**src/ssoe_pkg.sv**
```systemverilog
// shared types, function codes and defaults for the sorted set engine
package ssoe_pkg;

  localparam int CAPACITY_DEF   = 256;
  localparam int VALUE_BITS_DEF = 32;

  localparam logic [2:0] FN_CLEAR     = 3'd0;
  localparam logic [2:0] FN_UNION     = 3'd1;
  localparam logic [2:0] FN_INTERSECT = 3'd2;
  localparam logic [2:0] FN_DIFF      = 3'd3;
  localparam logic [2:0] FN_COMPARE   = 3'd4;
  localparam logic [2:0] FN_MEMBER    = 3'd5;
  localparam logic [2:0] FN_READ      = 3'd6;

  localparam logic [1:0] ORD_EQUAL     = 2'd0;
  localparam logic [1:0] ORD_LESS      = 2'd1;
  localparam logic [1:0] ORD_GREATER   = 2'd2;
  localparam logic [1:0] ORD_UNORDERED = 2'd3;

  typedef struct packed {
    logic lt;
    logic eq;
  } cmp_t;

endpackage

```
**src/ssoe_cmp.sv**
```systemverilog
// shared two's complement magnitude comparator of the sorted set engine
module ssoe_cmp #(
  parameter int VALUE_BITS = ssoe_pkg::VALUE_BITS_DEF
) (
  input  logic [VALUE_BITS-1:0] a,
  input  logic [VALUE_BITS-1:0] b,
  output ssoe_pkg::cmp_t        res
);
  import ssoe_pkg::*;

  always_comb begin
    res.lt = $signed(a) < $signed(b);
    res.eq = (a == b);
  end

endmodule

```
**config.mk**
```make
export PLATFORM = sky130hd
export DESIGN_NAME = ssoe_cmp
export DESIGN_NICKNAME = d
export VERILOG_FILES = /design/src/ssoe_pkg.sv /design/src/ssoe_cmp.sv
export SDC_FILE = /design/constraint.sdc
export NUM_CORES = 1
export LEC_CHECK = 0
export ABC_AREA = 1
export BUFFER_PORTS_ARGS = -buffer_cell sky130_fd_sc_hd__buf_2
export CORE_ASPECT_RATIO = 0.5
export CORE_MARGIN = 2
export CORE_UTILIZATION = 30
export DETAILED_ROUTE_END_ITERATION = 10
export PLACE_DENSITY_LB_ADDON = 0.1
export SETUP_SLACK_MARGIN = 0.3
export SLEW_MARGIN = 20
export SYNTH_ARGS = -nofsm -noshare
export SYNTH_HDL_FRONTEND = slang
export SYNTH_SLANG_ARGS = --single-unit
export TNS_END_PERCENT = 30
```
**constraint.sdc**
```tcl
create_clock -name vclk -period 1.9
set_input_delay 0.285 -clock vclk [all_inputs]
set_output_delay 0.285 -clock vclk [all_outputs]
set_load 0.005 [all_outputs]
```
==> tab_implementation.tex, run 1 <==
\begin{tabular}{lr}
\hline
Metric & Value \\
\hline
\multicolumn{2}{l}{\textbf{Run status}} \\
Run status & finished clean \\
\multicolumn{2}{l}{\textbf{Global route}} \\
Antenna violations before repair & 0 \\
Pin count of the biggest net entering global routing & 5 \\
Via count of the first global-routing pass & 989 \\
GRT Total Usage & 13.5\% \\
Overall overflow remaining after global route & 0 \\
First-pass GRT wire length & 3910 µm \\
\multicolumn{2}{l}{\textbf{Timing}} \\
Fmax & 587 MHz \\
Post-route minimum period & 1.70 ns \\
Setup total negative slack & 0 ns \\
Final setup violation count & 0 \\
Worst relative slew slack & 86.1\% \\
Unrepaired setup endpoints after global routing & true \\
Final worst-path cycle share & 89.7\% \\
Final hold vios & 0 \\
Slew @ Worst Pin & 0.207 ns \\
Count of final max-slew check failures & 0 \\
\multicolumn{2}{l}{\textbf{Setup path}} \\
Cell repeated most along the worst path & sky130\_fd\_sc\_hd\_\_nand2\_1 \\
Worst setup SP type & input pin \\
Worst path cell trace & buf\_6 -> inv\_2 -> ha\_4 -> nand4\_1 -> nor3\_2 -> nand2\_1 -> nand2\_1 -> nand2\_1 -> nand2\_1 -> nand2\_1 -> nand2\_1 -> buf\_2 \\
Type of destination of the critical path & primary output \\
CP required & 1.62 ns \\
Cell at the slowest stage of the critical path & sky130\_fd\_sc\_hd\_\_ha\_4 \\
Worst path arrival time & 1.42 ns \\
Largest incremental delay on the critical path & 0.25 ns \\
Max Fanout on Critical Path & 2 \\
CP Class & in -> out \\
\multicolumn{2}{l}{\textbf{Layout}} \\
Fraction of final layout cells sized beyond drive strength 1 & 60.0\% \\
Area growth from synthesis to layout & 88.0\% \\
Clock Buffer Count & 0 \\
Sequential cell count & 0 \\
Register cell area after layout & 0 µm² \\
Final layout net count & 308 \\
Post-layout instance count excluding filler cells & 247 \\
Number of antenna repair diodes & 0 \\
\multicolumn{2}{l}{\textbf{Power}} \\
Leakage component of the power & 0.892 nW \\
Switching Power & 0.000157 W \\
Internal power & 0.000187 W \\
Share of total power in combinational logic & 100.0\% \\
Power density over cell area & 206 mW/mm² \\
IR Drop Worst-Case VDD & 112 µV \\
Register share of total power & 0\% \\
Switching share of power & 45.6\% \\
Proportion of power drawn by the clock network & 0\% \\
\multicolumn{2}{l}{\textbf{Detailed routing}} \\
Wire length per cell after detailed routing & 9.23 µm \\
Iteration-0 DRC Markers & 14 \\
Remaining design rule violation count & 0 \\
Antenna Nets Post-Route & 0 \\
Total vias in the final route & 1,051 \\
Vias per std cell & 4.26 \\
Detailed-routing iteration count for the pre-antenna-repair pass & 4 \\
Total Wirelength & 2280 µm \\
\multicolumn{2}{l}{\textbf{Yosys}} \\
Cell type with the largest total area after synthesis & sky130\_fd\_sc\_hd\_\_ha\_1 \\
Count of warnings emitted by yosys & 0 \\
Synth unique cells & 16 \\
Average instance area after synthesis & 6.15 µm² \\
List of most frequent post-synthesis cells & sky130\_fd\_sc\_hd\_\_inv\_1 (40), sky130\_fd\_sc\_hd\_\_nand2\_1 (34), sky130\_fd\_sc\_hd\_\_ha\_1 (32) \\
Number of nets produced by synthesis & 240 \\
Number of instances in the synthesized netlist & 144 \\
Post-synthesis instance area & 886 µm² \\
Most repeated cell in the gate-level netlist after synthesis & sky130\_fd\_sc\_hd\_\_inv\_1 \\
Share of synthesized area occupied by flip-flops and latches & 0\% \\
Largest cells by area after synthesis & sky130\_fd\_sc\_hd\_\_ha\_1 (45\%), sky130\_fd\_sc\_hd\_\_inv\_1 (17\%), sky130\_fd\_sc\_hd\_\_nand2\_1 (14\%) \\
Fraction of post-synthesis cell area in the top cell type by area & 45.2\% \\
\multicolumn{2}{l}{\textbf{Place}} \\
Detailed Place HPWL & 1750 µm \\
Port bufs & 66 \\
Placed cell count & 247 \\
Final weighted congestion of routability-driven global placement & 0.703 \\
\multicolumn{2}{l}{\textbf{Floorplanning}} \\
Core region area & 0.00270 mm² \\
Number of top-level design ports & 66 \\
DIE WIDTH & 80.9 µm \\
Area enclosed by the die boundary & 0.00343 mm² \\
Initial Util & 32.8\% \\
Die height & 42.4 µm \\
Cell row count & 13 \\
\multicolumn{2}{l}{\textbf{Clock network}} \\
Post-CTS Setup Inserts & 0 \\
Hold-fix buffers, CTS & 0 \\
\multicolumn{2}{l}{\textbf{Worst hold path}} \\
Hold Path Class & in -> out \\
\multicolumn{2}{l}{\textbf{Flow run}} \\
Number of max-capacitance violations reported & 0 \\
\hline
\end{tabular}
-- metal layers --
metal  global-route usage, %  vias to the layer above  wire length [µm]
met5                       0                        -                 0
met4                       0                        0                 0
met3                       0                        0               104
met2                    25.3                       32              1120
met1                    18.5                      434              1060
li1                        -                      585                 -
-- layout by cell type (no fill, tap or decap), drive strengths merged --
| cell type | n |
|---|---|
| a21o | 1 |
| a21oi | 13 |
| buf | 66 |
| ha | 32 |
| inv | 40 |
| nand2 | 36 |
| nand3 | 3 |
| nand4 | 3 |
| nor2 | 10 |
| nor3 | 3 |
| o21a | 1 |
| o21ai | 2 |
-- worst max-delay path: cells and delay by family --
kind / cells / cell delay [ns]
adder cells (fa/ha/maj): 1 / 0.25
buffers and inverters: 3 / 0.21
AND/OR/NAND/NOR: 8 / 0.67
-- layout make-up --
class / instances / area [µm²]
fill: 269 / 1030
timing repair buffer: 66 / 418
multi-input combinational: 104 / 1040
inverter: 40 / 160
tap: 37 / 46.3
-- repair_timing --
action | in CTS | in global routing
gates cloned | 0 | 0
setup endpoints to repair | 2 | 2
pin swaps | 23 | 17
resized for setup | 49 | 26
-- worst paths after layout --
check,startpoint,endpoint,slack [ns],cells after the start
worst min-delay path,a[31],res[1],1.06,5
worst max-delay path,b[8],res[1],0.20,12
-- power groups by stage --
stage / clock network, W / logic [W] / registers (W)
2_1_floorplan: 0 / 0.000139 / 0
3_3_place_gp: 0 / 0.000230 / 0
3_5_place_dp: 0 / 0.000232 / 0
4_1_cts: 0 / 0.000307 / 0
5_1_grt: 0 / 0.000399 / 0
6_report: 0 / 0.000343 / 0
-- per-stage QoR --
stage	total power, W	instance area (µm²)	worst slack (ns)	hold slack, ns	util [%]
6_report	0.000343	1670	0.195	1.06	61.7
5_1_grt	0.000399	1670	0.0777	1.09	61.7
4_1_cts	0.000307	1560	0.186	1.06	57.8
3_5_place_dp	0.000232	1260	0.123	1.10	46.8
3_3_place_gp	0.000230	1260	0.130	1.10	46.8
2_1_floorplan	0.000139	886	0.408	0.884	-
-- logic make-up after synthesis --
group | synth area share (%)
and+or+nand+nor | 27.1
buffers and inverters | 16.9
adders and majority gates | 45.2
AOI/OAI and AO/OA | 10.7
Power figures use the tool's default switching activity.
==> inputs of run 2 (changes only) <==
Settings changed: ABC_AREA 1 to unset.
==> run 2 against run 1 <==
The flow now finishes with violations (setup timing). Wire length is 15% lower. Utilization is 4.9 points lower. Design area is 11% lower. Area after synthesis is 7.3% lower. First-iteration DRC count is 36% lower. Worst hold slack better by 0.0053 ns. Sequential share of layout area stayed put. Global-route usage is 0.87 points lower. Die area is 6.8% lower. Critical path depth is 3 lower. Total power is 18% lower. Setup slack worse by 0.27 ns. Highest routed layer unchanged.
==> tab_implementation.tex, run 2 <==
\begin{tabular}{lr}
\hline
Metric & Value \\
\hline
\multicolumn{2}{l}{\textbf{Floorplanning}} \\
DIE WIDTH & 78.0 µm (-3.6\%) \\
Initial Util & 31.5\% (-1.3 points) \\
Die height & 41.0 µm (-3.4\%) \\
Core region area & 0.00260 mm² (-3.6\%) \\
Area enclosed by the die boundary & 0.00320 mm² (-6.8\%) \\
Number of top-level design ports & 66 (unchanged) \\
Cell row count & 13 (unchanged) \\
\multicolumn{2}{l}{\textbf{Layout}} \\
Register cell area after layout & 0 µm² (unchanged) \\
Final layout net count & 283 (-8.1\%) \\
Fill cell instance count of the final layout & 263 (-2.2\%) \\
Clock Buffer Count & 0 (unchanged) \\
Number of antenna repair diodes & 0 (unchanged) \\
Most frequent cells in the layout & sky130\_fd\_sc\_hd\_\_buf\_2 (57), sky130\_fd\_sc\_hd\_\_inv\_1 (22), sky130\_fd\_sc\_hd\_\_ha\_1 (21), sky130\_fd\_sc\_hd\_\_ha\_4 (11), sky130\_fd\_sc\_hd\_\_a21oi\_1 (10) \\
Sequential cell count & 0 (unchanged) \\
Fraction of final layout cells sized beyond drive strength 1 & 54.6\% (-5.4 points) \\
Most common library cell in the layout ignoring fill and taps & sky130\_fd\_sc\_hd\_\_buf\_2 \\
Area growth from synthesis to layout & 80.0\% \\
\multicolumn{2}{l}{\textbf{Worst hold path}} \\
Hold Path Class & in -> out \\
Hold depth & 5 (unchanged) \\
Hold\_sp & b[0] \\
WHS Endpoint & res[0] \\
\multicolumn{2}{l}{\textbf{Yosys}} \\
Fraction of post-synthesis cell area in the top cell type by area & 48.8\% (+3.6 points) \\
Largest cells by area after synthesis & sky130\_fd\_sc\_hd\_\_ha\_1 (49\%), sky130\_fd\_sc\_hd\_\_inv\_1 (15\%), sky130\_fd\_sc\_hd\_\_a21oi\_1 (6.7\%) \\
Number of nets produced by synthesis & 209 (-13\%) \\
Number of instances in the synthesized netlist & 113 (-22\%) \\
Average instance area after synthesis & 7.26 µm² (+18\%) \\
List of most frequent post-synthesis cells & sky130\_fd\_sc\_hd\_\_ha\_1 (32), sky130\_fd\_sc\_hd\_\_inv\_1 (32), sky130\_fd\_sc\_hd\_\_a21oi\_1 (11) \\
Post-synthesis instance area & 821 µm² (-7.3\%) \\
Share of synthesized area occupied by flip-flops and latches & 0\% (unchanged) \\
Synth unique cells & 24 (+8) \\
Count of warnings emitted by yosys & 0 (unchanged) \\
Cell type with the largest total area after synthesis & sky130\_fd\_sc\_hd\_\_ha\_1 \\
\multicolumn{2}{l}{\textbf{Timing}} \\
Fmax & 507 MHz (-14\%) \\
Count of final max-slew check failures & 0 (unchanged) \\
Least setup slack across all paths after layout & -0.0712 ns (-0.267 ns) \\
Final worst-path cycle share & 104\% (+14 points) \\
Final hold vios & 0 (unchanged) \\
Worst relative slew slack & 82.2\% (-3.9 points) \\
Setup total negative slack & -0.0712 ns (-0.0712 ns) \\
Worst hold margin & 1.07 ns (+0.00533 ns) \\
Final setup violation count & 1 (+1) \\
Slew @ Worst Pin & 0.265 ns (+0.0581 ns) \\
Post-route minimum period & 1.97 ns (+0.267 ns) \\
Unrepaired setup endpoints after global routing & true \\
\multicolumn{2}{l}{\textbf{Global route}} \\
GRT Total Usage & 12.6\% (-0.87 points) \\
Via count of the first global-routing pass & 851 (-14\%) \\
Overall overflow remaining after global route & 0 (unchanged) \\
Antenna violations before repair & 0 (unchanged) \\
Pin count of the biggest net entering global routing & 5 (unchanged) \\
First-pass GRT wire length & 3310 µm (-15\%) \\
\multicolumn{2}{l}{\textbf{Place}} \\
Final weighted congestion of routability-driven global placement & 0.687 (-2.2\%) \\
Detailed Place HPWL & 1790 µm (+2.1\%) \\
Port bufs & 66 (unchanged) \\
\multicolumn{2}{l}{\textbf{Setup path}} \\
Worst setup SP type & input pin \\
Max Fanout on Critical Path & 3 (+1) \\
Worst path cell trace & buf\_2 -> inv\_2 -> ha\_4 -> nand4\_1 -> nor2\_1 -> a221o\_1 -> o31a\_1 -> o22ai\_2 -> buf\_2 \\
CP Class & in -> out \\
Type of destination of the critical path & primary output \\
Worst path arrival time & 1.69 ns (+0.27 ns) \\
CP required & 1.62 ns (about the same) \\
Cell repeated most along the worst path & sky130\_fd\_sc\_hd\_\_buf\_2 \\
Cell at the slowest stage of the critical path & sky130\_fd\_sc\_hd\_\_a221o\_1 \\
Largest incremental delay on the critical path & 0.32 ns (+0.07 ns) \\
\multicolumn{2}{l}{\textbf{Power}} \\
Leakage component of the power & 0.806 nW (-9.6\%) \\
Pwr Total & 0.000283 W (-18\%) \\
IR Drop Worst-Case VDD & 90.9 µV (-19\%) \\
Power density over cell area & 192 mW/mm² (-7.0\%) \\
\multicolumn{2}{l}{\textbf{Clock network}} \\
Hold-fix buffers, CTS & 0 (unchanged) \\
Post-CTS Setup Inserts & 0 (unchanged) \\
\multicolumn{2}{l}{\textbf{Detailed routing}} \\
Total vias in the final route & 973 (-7.4\%) \\
Detailed-routing iteration count for the pre-antenna-repair pass & 3 (-1) \\
Remaining design rule violation count & 0 (unchanged) \\
Iteration-0 DRC Markers & 9 (-5) \\
Vias per std cell & 4.38 (+3.0\%) \\
Antenna Nets Post-Route & 0 (unchanged) \\
Total Wirelength & 1940 µm (-15\%) \\
Wire length per cell after detailed routing & 8.73 µm (-5.4\%) \\
\multicolumn{2}{l}{\textbf{Flow run}} \\
Number of max-capacitance violations reported & 0 (unchanged) \\
\multicolumn{2}{l}{\textbf{Run status}} \\
Run status & finished, violations left \\
Violations in the final reports & setup timing \\
\hline
\end{tabular}
run 2: changes by cell type after synthesis, moves of 2 or more:
cell                      delta
sky130_fd_sc_hd__nand2_1    -27
sky130_fd_sc_hd__nor2_1      -5
sky130_fd_sc_hd__nand4_1     +4
sky130_fd_sc_hd__inv_1       -8
sky130_fd_sc_hd__nand2_2     -2
run 2: cell type report:
cell class / instances / area (µm²) / share of cell area, %
multi-input combinational: 81 / 863 / 58.4
timing repair buffer: 72 / 428 / 29.0
inverter: 32 / 140 / 9.48
tap: 37 / 46.3 / 3.13
run 2: timing repair:
action / CTS / global route
pin swaps: 10 / 3
hold endpoints to repair: 0 / 0
resized for setup: 11 / 2
endpoints found under the setup margin: 2 / 2
run 2: power by group:
part	total (W)	internal, W	switching (W)
combinational	0.000283	0.000160	0.000124
sequential	0	0	0
clock	0	0	0
run 2: per-stage QoR:
step                std cells  instance area (µm²)  worst slack (ns)  util (%)
CTS                       222                 1460           -0.0805      56.2
global route              222                 1480            -0.183      56.8
detailed placement        222                 1410            -0.137      54.0
floorplan                 113                  985             0.254         -
finish                    222                 1480           -0.0712      56.8
global placement          222                 1410            -0.111      54.0
run 2: cells by family (layout without fill, tap and decap cells):
family | count (synthesis) | in the layout | synth area share (%)
fa+ha+maj | 32 | 32 | 48.8
buf+inv | 32 | 104 | 14.6
compound gates | 25 | 25 | 20.6
simple gates | 24 | 24 | 16.0
run 2: worst max-delay path by stage:
stage               cells after the start  endpoint   from
finish                                  9    res[1]  b[13]
global placement                        9    res[1]  b[30]
CTS                                     9    res[1]   b[8]
detailed placement                      9    res[1]  b[15]
floorplan                               7    res[1]  b[15]
global route                            9    res[1]  b[13]
run 2: worst max-delay path, delay by kind of cell:
kind	cells	cell delay, ns
AO/OA/AOI/OAI	3	0.70
adder cells (fa/ha/maj)	1	0.20
AND/OR/NAND/NOR	2	0.21
buffers and inverters	3	0.29
run 2: metal layers:
metal	global-route usage (%)	vias up	part of all wire (%)
met3	0.661	0	6.8
met4	0	0	0
met1	16.2	403	45
li1	-	540	-
met2	26.3	30	48
met5	0	-	0
==> inputs of run 3 (changes only) <==
Clock period 1.9 ns to 1.72 ns, I/O delays scaled along.
==> run 3 against run 2 <==
The flow still finishes with violations (setup timing). Sequential cell count did not move. Die area unchanged. Global-route usage is 0.81 points lower. Setup slack lost 0.069 ns. Via count increased by 0.41%. Combinational power grew 26%. Total power grew 26%. Sequential share of layout area is the same. Design area up 9.7%.
==> tab_implementation.tex, run 3 (synthesis results as in run 2) <==
\begin{tabular}{lr}
\hline
Metric & Value \\
\hline
\multicolumn{2}{l}{\textbf{Timing}} \\
Slew @ Worst Pin & 0.275 ns (+0.00955 ns) \\
Final hold vios & 0 (unchanged) \\
Count of final max-slew check failures & 0 (unchanged) \\
Final worst-path cycle share & 108\% \\
Setup total negative slack & -0.177 ns (-0.105 ns) \\
Final setup violation count & 2 (+1) \\
Post-route minimum period & 1.86 ns \\
Unrepaired setup endpoints after global routing & true \\
Worst hold margin & 1.01 ns (-0.0581 ns) \\
Worst relative slew slack & 81.5\% (-0.64 points) \\
Fmax & 537 MHz \\
Least setup slack across all paths after layout & -0.141 ns (-0.0694 ns) \\
\multicolumn{2}{l}{\textbf{Place}} \\
Worst slack, placed & -0.264 ns (-0.127 ns) \\
Final weighted congestion of routability-driven global placement & 0.687 (about the same) \\
Detailed Place HPWL & 1790 µm (-0.15\%) \\
Port bufs & 66 (unchanged) \\
Placed cell count & 222 (unchanged) \\
\multicolumn{2}{l}{\textbf{Layout}} \\
Clock Buffer Count & 0 (unchanged) \\
Fill cell instance count of the final layout & 238 (-9.5\%) \\
Most common library cell in the layout ignoring fill and taps & sky130\_fd\_sc\_hd\_\_buf\_2 \\
Fraction of final layout cells sized beyond drive strength 1 & 62.4\% (+7.8 points) \\
Number of antenna repair diodes & 0 (unchanged) \\
Sequential cell count & 0 (unchanged) \\
Most frequent cells in the layout & sky130\_fd\_sc\_hd\_\_buf\_2 (56), sky130\_fd\_sc\_hd\_\_inv\_1 (21), sky130\_fd\_sc\_hd\_\_ha\_4 (18), sky130\_fd\_sc\_hd\_\_ha\_1 (14), sky130\_fd\_sc\_hd\_\_buf\_6 (9) \\
Post-layout instance count excluding filler cells & 223 (+0.45\%) \\
Final layout net count & 284 (+0.35\%) \\
Register cell area after layout & 0 µm² (unchanged) \\
Area growth from synthesis to layout & 97.6\% \\
\multicolumn{2}{l}{\textbf{Setup path}} \\
Worst path arrival time & 1.60 ns (-0.09 ns) \\
Type of destination of the critical path & primary output \\
Cell repeated most along the worst path & sky130\_fd\_sc\_hd\_\_buf\_2 \\
Top cell family by delay on the critical path & compound AO/OA/AOI/OAI gates \\
Worst path cell trace & buf\_2 -> ha\_1 -> nand4\_1 -> nor2\_1 -> a221oi\_2 -> o2111ai\_2 -> o22ai\_2 -> buf\_2 \\
Max Fanout on Critical Path & 3 (unchanged) \\
Cell at the slowest stage of the critical path & sky130\_fd\_sc\_hd\_\_a221oi\_2 \\
Largest incremental delay on the critical path & 0.31 ns (about the same) \\
CP Class & in -> out \\
Worst setup SP type & input pin \\
Worst path buffer plus inverter count & 2 (-1) \\
CP required & 1.46 ns (-0.16 ns) \\
\multicolumn{2}{l}{\textbf{Run status}} \\
Violations in the final reports & setup timing \\
Run status & finished, violations left \\
\multicolumn{2}{l}{\textbf{Global route}} \\
GRT Total Usage & 11.8\% (-0.81 points) \\
Pin count of the biggest net entering global routing & 5 (unchanged) \\
First-pass GRT wire length & 3110 µm (-6.3\%) \\
Overall overflow remaining after global route & 0 (unchanged) \\
Antenna violations before repair & 0 (unchanged) \\
Via count of the first global-routing pass & 800 (-6.0\%) \\
\multicolumn{2}{l}{\textbf{Floorplanning}} \\
Initial Util & 31.5\% (unchanged) \\
Cell row count & 13 (unchanged) \\
Core region area & 0.00260 mm² (unchanged) \\
Die height & 41.0 µm (unchanged) \\
Area enclosed by the die boundary & 0.00320 mm² (unchanged) \\
DIE WIDTH & 78.0 µm (unchanged) \\
Number of top-level design ports & 66 (unchanged) \\
\multicolumn{2}{l}{\textbf{Power}} \\
Internal power & 0.000203 W (+27\%) \\
Leakage component of the power & 0.831 nW (+3.0\%) \\
Register share of total power & 0\% (unchanged) \\
Switching Power & 0.000154 W (+24\%) \\
Power density over cell area & 220 mW/mm² (+15\%) \\
Switching share of power & 43.1\% (-0.59 points) \\
Proportion of power drawn by the clock network & 0\% (unchanged) \\
Share of total power in combinational logic & 100.0\% (about the same) \\
Pwr Total & 0.000357 W (+26\%) \\
IR Drop Worst-Case VDD & 108 µV (+18\%) \\
\multicolumn{2}{l}{\textbf{Flow run}} \\
Number of max-capacitance violations reported & 0 (unchanged) \\
\multicolumn{2}{l}{\textbf{Detailed routing}} \\
Iteration-0 DRC Markers & 11 (+2) \\
Total vias in the final route & 977 (+0.41\%) \\
Antenna Nets Post-Route & 0 (unchanged) \\
Remaining design rule violation count & 0 (unchanged) \\
Detailed-routing iteration count for the pre-antenna-repair pass & 4 (+1) \\
Vias per std cell & 4.38 (about the same) \\
Wire length per cell after detailed routing & 8.73 µm (about the same) \\
Total Wirelength & 1950 µm (+0.36\%) \\
\multicolumn{2}{l}{\textbf{Worst hold path}} \\
Hold Path Class & in -> out \\
\multicolumn{2}{l}{\textbf{Clock network}} \\
Hold-fix buffers, CTS & 0 (unchanged) \\
\hline
\end{tabular}
[run 3: cell count changes in the layout (fill, tap and decap cells not counted), sizes merged]
cell  previous run  this run
buf             72        73
[run 3: power by group through the flow]
stage | Combinational, W | Sequential (W) | Clock (W)
2_1_floorplan | 0.000164 | 0 | 0
3_3_place_gp | 0.000289 | 0 | 0
3_5_place_dp | 0.000294 | 0 | 0
4_1_cts | 0.000331 | 0 | 0
5_1_grt | 0.000410 | 0 | 0
6_report | 0.000357 | 0 | 0
[run 3: path summary, 6_finish.rpt]
kind / start / endpoint / slack [ns] / cells after the start
setup / recovery: a[27] / res[1] / -0.14 / 8
hold / removal: b[0] / res[0] / 1.01 / 5
[run 3: area by class of cell]
| cell class | count | area [µm²] | area share [%] |
|---|---|---|---|
| Multi-Input combinational cell | 81 | 983 | 60.6 |
| Inverter | 32 | 143 | 8.80 |
| Timing Repair Buffer | 73 | 449 | 27.7 |
| Tap cell | 37 | 46.3 | 2.85 |
[run 3: tightest hold or removal path, delay by kind of cell]
family | cells | cell delay [ns]
fa+ha+maj | 1 | 0.11
simple gates | 2 | 0.19
buf+inv | 2 | 0.19
[run 3: timing repair]
item | in CTS | in global routing
pin swaps | 13 | 8
buffers inserted | 0 | 1
gates resized for setup | 18 | 15
endpoints found under the setup margin | 2 | 2
[run 3: metrics by stage]
stage / utilization (%) / area, µm²
final: 62.3 / 1620
after global routing: 62.3 / 1620
after CTS: 58.4 / 1520
after detailed placement: 54.0 / 1410
after global placement: 54.0 / 1410
after floorplan: - / 985
[run 3: layer usage]
| metal | vias up | GRT usage [%] | part of all wire, % |
|---|---|---|---|
| li1 | 541 | - | - |
| met1 | 404 | 15.8 | 46 |
| met2 | 32 | 23.5 | 47 |
| met3 | 0 | 0.661 | 6.7 |
| met5 | - | 0 | 0 |
| met4 | 0 | 0 | 0 |
